==> config.mk <==
export PLATFORM = sky130hd
export DESIGN_NAME = two_button_chord_debouncer
export DESIGN_NICKNAME = d
export VERILOG_FILES = /design/src/sv/tbcd_pkg.sv /design/src/sv/two_button_chord_debouncer.sv
export VERILOG_INCLUDE_DIRS = /design/src /design/src/sv
export SDC_FILE = /design/constraint.sdc
export NUM_CORES = 1
export LEC_CHECK = 0
export BUFFER_PORTS_ARGS = -buffer_cell sky130_fd_sc_hd__buf_2
export CAP_MARGIN = 40
export CORE_MARGIN = 1.5
export CORE_UTILIZATION = 49
export CTS_CLUSTER_SIZE = 16
export DETAILED_ROUTE_END_ITERATION = 10
export GPL_TIMING_DRIVEN = 0
export PLACE_DENSITY = 0.71
export SYNTH_ARGS = -nofsm -noshare
export SYNTH_HDL_FRONTEND = slang
export SYNTH_SLANG_ARGS = --single-unit
==> constraint.sdc <==
create_clock -name i_clk -period 3.21 [get_ports i_clk]
set_input_delay 0.1605 -clock i_clk [delete_from_list [all_inputs] [get_ports i_clk]]
set_output_delay 0.1605 -clock i_clk [all_outputs]
set_load 0.03 [all_outputs]
==> src/sv/assert_macros.svh <==
// Assertion macros used by the RTL file.
// Each macro takes a label, a clock, an active-low reset, and the property terms.
`ifndef ASSERT_MACROS_SVH
`define ASSERT_MACROS_SVH

`ifndef ASSERT_OFF

// The consequent must hold in the same cycle as the antecedent.
`define ASSERT_IMPL(label, clk, rst_n, ante, cons) \
    label: assert property (@(posedge clk) disable iff (!(rst_n)) (ante) |-> (cons)) \
        else $error("assertion failed");

// The consequent must hold in the cycle after the antecedent.
`define ASSERT_NEXT(label, clk, rst_n, ante, cons) \
    label: assert property (@(posedge clk) disable iff (!(rst_n)) (ante) |=> (cons)) \
        else $error("assertion failed");

`else

`define ASSERT_IMPL(label, clk, rst_n, ante, cons)
`define ASSERT_NEXT(label, clk, rst_n, ante, cons)

`endif

`endif

==> src/sv/tbcd_pkg.sv <==
`default_nettype none

package tbcd_pkg;

    // Widths of the configuration channel and the stream payloads.
    localparam int CFG_IDX_W   = 1;
    localparam int CFG_DATA_W  = 8;
    localparam int IN_DATA_W   = 8;
    localparam int OUT_DATA_W  = 8;
    localparam int CNT_W       = 8;
    localparam int MODE_W      = 3;

    typedef logic [MODE_W-1:0]     t_mode;
    typedef logic [CNT_W-1:0]      t_count;
    typedef logic [CFG_IDX_W-1:0]  t_cfg_idx;
    typedef logic [CFG_DATA_W-1:0] t_cfg_data;

    // Configuration register indexes.
    localparam t_cfg_idx REG_PRESSED_LEVEL  = 1'd0;
    localparam t_cfg_idx REG_DEBOUNCE_TICKS = 1'd1;

    // Configuration reset values.
    localparam logic   PRESSED_LEVEL_RST  = 1'b0;
    localparam t_count DEBOUNCE_TICKS_RST = 8'd10;

    // Qualification modes.
    localparam t_mode MODE_IDLE     = 3'd0;
    localparam t_mode MODE_TO_LEFT  = 3'd1;
    localparam t_mode MODE_TO_RIGHT = 3'd2;
    localparam t_mode MODE_ENTER    = 3'd3;
    localparam t_mode MODE_E_LEFT   = 3'd4;
    localparam t_mode MODE_E_RIGHT  = 3'd5;

endpackage

`default_nettype wire

==> src/sv/two_button_chord_debouncer.sv <==
// Channel | Direction | Handshake              | Payload
// s_axis  | in        | i_s_tvalid/o_s_tready  | tdata[0] left_level, [1] right_level
// m_axis  | out       | o_m_tvalid/i_m_tready  | tdata[0] left, [1] right, [2] enter event
// cfg     | in        | i_cfg_valid/o_cfg_ready| index 0 pressed_level, 1 debounce_ticks
//
// One pin sample per cycle is accepted while the output is not stalled; a sample
// is registered, then the mode/countdown update and the result register are written
// when the result slot frees up, so throughput is set by that single update stage.
// Reset (synchronous, active low) returns to idle with a zero countdown and the
// default configuration. A stalled output holds its result and the input register
// keeps one more sample before the input side is stalled as well.
`default_nettype none

`include "assert_macros.svh"

module two_button_chord_debouncer (
    input  wire                                 i_clk,
    input  wire                                 i_rst_n,
    // Input stream: [0] left_level, [1] right_level, upper bits zero.
    input  wire                                 i_s_tvalid,
    output logic                                o_s_tready,
    input  wire  [tbcd_pkg::IN_DATA_W-1:0]      i_s_tdata,
    // Output stream: [0] left_event, [1] right_event, [2] enter_event, upper bits zero.
    output logic                                o_m_tvalid,
    input  wire                                 i_m_tready,
    output logic [tbcd_pkg::OUT_DATA_W-1:0]     o_m_tdata,
    // Configuration write channel.
    input  wire                                 i_cfg_valid,
    output logic                                o_cfg_ready,
    input  wire  [tbcd_pkg::CFG_IDX_W-1:0]      i_cfg_index,
    input  wire  [tbcd_pkg::CFG_DATA_W-1:0]     i_cfg_data
);
    import tbcd_pkg::*;

    // Configuration registers.
    logic   r_pressed_level;
    t_count r_debounce_ticks;

    // Input register stage.
    logic r_s1_valid;
    logic r_s1_left;
    logic r_s1_right;

    // Qualification state.
    t_mode  r_mode,  n_mode;
    t_count r_count, n_count;

    // Result register.
    logic r_out_valid;
    logic r_out_left,  n_out_left;
    logic r_out_right, n_out_right;
    logic r_out_enter, n_out_enter;

    logic   s1_move;
    logic   held_l;
    logic   held_r;
    t_mode  mode_in;
    t_count count_dec;

    // The configuration port never stalls.
    assign o_cfg_ready = 1'b1;

    always_ff @(posedge i_clk) begin
        if (!i_rst_n) begin
            r_pressed_level  <= PRESSED_LEVEL_RST;
            r_debounce_ticks <= DEBOUNCE_TICKS_RST;
        end else if (i_cfg_valid) begin
            unique case (i_cfg_index)
                REG_PRESSED_LEVEL:  r_pressed_level  <= i_cfg_data[0];
                REG_DEBOUNCE_TICKS: r_debounce_ticks <= i_cfg_data[CNT_W-1:0];
                default: ;
            endcase
        end
    end

    // Stage handshakes: the registered sample moves on when the result slot frees up.
    assign s1_move    = r_s1_valid && (!r_out_valid || i_m_tready);
    assign o_s_tready = !r_s1_valid || s1_move;

    always_ff @(posedge i_clk) begin
        if (!i_rst_n) begin
            r_s1_valid <= 1'b0;
        end else if (o_s_tready) begin
            r_s1_valid <= i_s_tvalid;
        end
    end

    always_ff @(posedge i_clk) begin
        if (o_s_tready && i_s_tvalid) begin
            r_s1_left  <= i_s_tdata[0];
            r_s1_right <= i_s_tdata[1];
        end
    end

    // Mode and countdown update for one sample.
    assign held_l    = (r_s1_left  == r_pressed_level);
    assign held_r    = (r_s1_right == r_pressed_level);
    assign mode_in   = (r_mode > MODE_E_RIGHT) ? MODE_IDLE : r_mode;
    assign count_dec = (r_count != '0) ? (r_count - t_count'(1)) : r_count;

    always_comb begin
        n_mode      = mode_in;
        n_count     = r_count;
        n_out_left  = 1'b0;
        n_out_right = 1'b0;
        n_out_enter = 1'b0;
        if (held_l && held_r) begin
            // Chord: enter on every tick both are held.
            n_mode      = MODE_ENTER;
            n_out_enter = 1'b1;
        end else if (!held_l && !held_r) begin
            // Release reports a pending lone press.
            n_out_left  = (mode_in == MODE_TO_LEFT);
            n_out_right = (mode_in == MODE_TO_RIGHT);
            n_mode      = MODE_IDLE;
        end else if (held_l) begin
            case (mode_in)
                MODE_IDLE, MODE_E_RIGHT: begin
                    n_mode  = MODE_TO_LEFT;
                    n_count = r_debounce_ticks;
                end
                MODE_TO_LEFT: begin
                    n_count    = count_dec;
                    n_out_left = (count_dec == '0);
                end
                MODE_TO_RIGHT: begin
                    n_mode      = MODE_TO_LEFT;
                    n_count     = r_debounce_ticks;
                    n_out_right = 1'b1;
                end
                MODE_ENTER: begin
                    n_mode = MODE_E_LEFT;
                end
                default: ;
            endcase
        end else begin
            case (mode_in)
                MODE_IDLE, MODE_E_LEFT: begin
                    n_mode  = MODE_TO_RIGHT;
                    n_count = r_debounce_ticks;
                end
                MODE_TO_LEFT: begin
                    n_mode     = MODE_TO_RIGHT;
                    n_count    = r_debounce_ticks;
                    n_out_left = 1'b1;
                end
                MODE_TO_RIGHT: begin
                    n_count     = count_dec;
                    n_out_right = (count_dec == '0);
                end
                MODE_ENTER: begin
                    n_mode = MODE_E_RIGHT;
                end
                default: ;
            endcase
        end
    end

    // State and result valid advance together with each transaction.
    always_ff @(posedge i_clk) begin
        if (!i_rst_n) begin
            r_mode      <= MODE_IDLE;
            r_count     <= '0;
            r_out_valid <= 1'b0;
        end else begin
            if (s1_move) begin
                r_mode  <= n_mode;
                r_count <= n_count;
            end
            if (s1_move) begin
                r_out_valid <= 1'b1;
            end else if (i_m_tready) begin
                r_out_valid <= 1'b0;
            end
        end
    end

    always_ff @(posedge i_clk) begin
        if (s1_move) begin
            r_out_left  <= n_out_left;
            r_out_right <= n_out_right;
            r_out_enter <= n_out_enter;
        end
    end

    assign o_m_tvalid = r_out_valid;
    assign o_m_tdata  = {{(OUT_DATA_W-3){1'b0}}, r_out_enter, r_out_right, r_out_left};

    // At most one event is reported per result.
    `ASSERT_IMPL(a_one_event, i_clk, i_rst_n, r_out_valid,
        $onehot0({r_out_left, r_out_right, r_out_enter}))
    // A stalled result freezes the qualification state.
    `ASSERT_NEXT(a_stall_holds_state, i_clk, i_rst_n, r_out_valid && !i_m_tready,
        $stable(r_mode) && $stable(r_count))
    // A waiting enter result always matches the enter mode it left behind.
    `ASSERT_IMPL(a_enter_mode, i_clk, i_rst_n, r_out_valid && r_out_enter,
        r_mode == MODE_ENTER)
    // A moved sample is always visible as a result in the next cycle.
    `ASSERT_NEXT(a_move_shows, i_clk, i_rst_n, s1_move, r_out_valid)

endmodule

`default_nettype wire

==> impl_metrics.ini <==
[outcome]
status = finished clean

[clock_tree]
h-tree-depth = 1
cts_buffer_depth = 2
cts_setup_buffers = 0
numCtsBuffers = 3
clock_latency_ns = 0.32
path_clk_slew_ns = 0.14
tritoncts = done
cts.sinks = 27
cts-root-buf = clkbuf_4
post_cts_resized = 0

[power_and_ir_drop]
p_sw_uw = 243
power.leakage_uw = 0.000778
p_clk_share_pct = 19.1
ir_worst_vdd_mv = 0.232
pwr-share-comb_pct = 30.7
total_power_uw = 762
power_density_nw_per_um2 = 407
seqPwrFrac_pct = 50.2
power.share.switching_pct = 31.8
internal_power_uw = 520

[finish]
diodes = 0
final_layout_size_suffix_gt1_share_pct = 21.2
synthToLayoutAreaGrowth_pct = 12.7
fin_cells = 270
ff_latch_area_sq_um = 591
final_net_count = 253
multi_input_area_sq_um = 936
nFillCells = 297

[worst_hold_path]
hp-class = input port to flop

[setup_path]
required_ns = 3.34
end_kind = flop
arrival_ns = 2.77
path_max_fanout = 8
startpoint_type = flop
path_class = flop to flop
r2r_slack_ns = 0.57

[floorplanning]
start_util_pct = 53.1
num_rows = 20
die_y_um = 61.2
dieArea_sq_um = 3750
io_pins = 33
die_w_um = 61.2
coreArea_sq_um = 3130

[routing]
postRouteAntennaNets = 0
vias_per_cell = 5.39
drt_iter0_drc = 50
dr.pass1.iters = 4
num_vias = 1455
routed_wl_um = 3430
route.detailed.drc = 0
wl_per_cell_um = 12.7

[placement]
gp_congestion = 0.870
place_inst = 264
dp_hpwl_um = 2660
port_buffers = 19

[timing]
rsz0062_at_grt = no
finalHoldViolCount = 0
setup_viol = 0
slew_headroom_pct = 59.9
fmax_mhz = 378
slew_violations = 0
min_period_ns = 2.64
worst_slew_pin_slew_ns = 0.597
finClkSkew_ns = 0.00893
min_period_over_period_pct = 82.4
fin_tns_setup_ns = 0

[synth]
ys_warn_count = 0
ys.flop_type = dfxtp_1
ys_types = 50
synth_area_per_cell_sq_um = 8.43
synth_seq_area_share_pct = 35.6
netlist.area_leader.share_pct = 26.5
yosysTopAreaCell = dfxtp_1
synth_edf_count = 5
ys_ff_latch = 27
netlist_area_sq_um = 1660
synthArstFlopShare_pct = 0
synth_cells = 197
ys_top_cells_by_area = dfxtp_1 (27%), edfxtp_1 (9.0%), nand2_1 (5.9%)

[job]
max_cap_violations = 0

[global_route]
grt_usage_pct = 20.3
grt_pass1_wl_um = 5730
gr-total-overflow = 0
grt_pass1_vias = 1299
grt_start_max_net_pins = 15
grt_antenna_before_repair = 0
==> metal layers <==
metal	routed length [um]	track usage [%]	up-vias	share of wire (%)
met3	136	2.73	2	4.0
met2	1600	32.1	42	47
met4	21	8.07	0	0.61
met1	1680	28.1	665	49
li1	-	-	746	-
met5	0	0	-	0
==> critical path: stages, from the launching register on <==
cell and delay (ns):
dfxtp_1 0.39, inv_1 0.13, ha_1 0.22, nor3b_1 0.31, and2_1 0.19, buf_6 0.14
mux2_4 0.30, or4_4 0.44, a2111oi_2 0.33
==> sequential cells by signal, summed over array words and instances, names as in the netlist <==
signal and count:
r_mode 3, r_s1_right 1, r_out_left 1, r_out_enter 1, r_pressed_level 1, r_out_right 1, r_debounce_ticks 8, o_m_tvalid 1
r_s1_valid 1, r_s1_left 1, r_count 8
==> final cells by class <==
cell class,count,area share (%)
multi-input combinational,149,50.0
sequential,27,31.6
clock buffer,4,1.40
tap,44,2.94
inverter,8,1.60
timing repair buffer,21,6.15
buffer,17,6.35
==> timing repair <==
action / CTS / global route
hold buffers: 2 / 0
endpoints found under the setup margin: 0 / 0
hold endpoints to repair: 2 / 0
==> final timing paths <==
check,endpoint,start,cells past startpoint
worst max-delay path,r_out_right,r_count[0],8
worst min-delay path,r_debounce_ticks[3],i_cfg_data[3],3
worst max register to register,r_out_right,r_count[0],8
worst min register to register,r_debounce_ticks[0],r_debounce_ticks[0],2
==> synthesized netlist by cell type (2+ instances only) <==
| library cell | n |
|---|---|
| conb_1 | 2 |
| nor3_1 | 5 |
| mux2_4 | 2 |
| nor3b_1 | 4 |
| dfxtp_1 | 22 |
| nor2_1 | 14 |
| and2_1 | 3 |
| clkbuf_1 | 3 |
| buf_4 | 10 |
| mux2i_1 | 4 |
| o21ai_0 | 9 |
| buf_6 | 2 |
| nand2_1 | 26 |
| buf_2 | 2 |
| a2111oi_2 | 2 |
| or3_1 | 2 |
| nor2b_1 | 3 |
| a211oi_1 | 3 |
| xnor2_1 | 3 |
| ha_1 | 4 |
| nand2b_1 | 8 |
| or4_1 | 2 |
| inv_1 | 7 |
| nand3_1 | 2 |
| o2111ai_1 | 2 |
| o211ai_1 | 4 |
| mux2_2 | 2 |
| edfxtp_1 | 5 |
| a21oi_1 | 19 |
==> cells by family (layout without fill, tap and decap cells) <==
kind of cell,Yosys count,count (layout),share of synthesized area [%]
adder cells (fa/ha/maj),4,4,3.01
multiplexers,8,8,5.58
AO/OA/AOI/OAI,50,50,20.3
XOR/XNOR,5,5,3.09
AND/OR/NAND/NOR,76,76,23.1
buffers and inverters,25,50,8.97
other,2,6,0.452
flip-flops,27,27,35.6
==> through the flow <==
| stage | instance area [sq um] | worst slack [ns] | utilization, % | hold WS (ns) |
|---|---|---|---|---|
| floorplan | 1680 | 0.892 | - | 0.259 |
| global placement | 1830 | 0.710 | 58.4 | 0.338 |
| detailed placement | 1830 | 0.581 | 58.4 | 0.340 |
| CTS | 1870 | 0.561 | 59.8 | 0.0302 |
| global route | 1870 | 0.377 | 59.8 | 0.0127 |
| finish | 1870 | 0.565 | 59.8 | 0.0431 |
==> power by group through the flow <==
stage                     Combinational, uW  Clock (uW)  Sequential (uW)
after floorplan                         185           0              386
after global placement                  224           0              389
after detailed placement                232           0              390
after CTS                               234         154              383
after global routing                    258         172              386
final                                   234         146              383
==> layout by cell type (no fill, tap or decap), types with 4 or more instances in the layout <==
| master | count |
|---|---|
| o21ai_0 | 9 |
| ha_1 | 4 |
| nor3_1 | 5 |
| nand2_1 | 26 |
| inv_1 | 7 |
| buf_2 | 21 |
| o211ai_1 | 4 |
| conb_1 | 6 |
| buf_4 | 10 |
| edfxtp_1 | 5 |
| nand2b_1 | 8 |
| nor3b_1 | 4 |
| a21oi_1 | 19 |
| clkbuf_1 | 4 |
| mux2i_1 | 4 |
| dfxtp_1 | 22 |
| nor2_1 | 14 |
(Power assumes the default switching activity.)
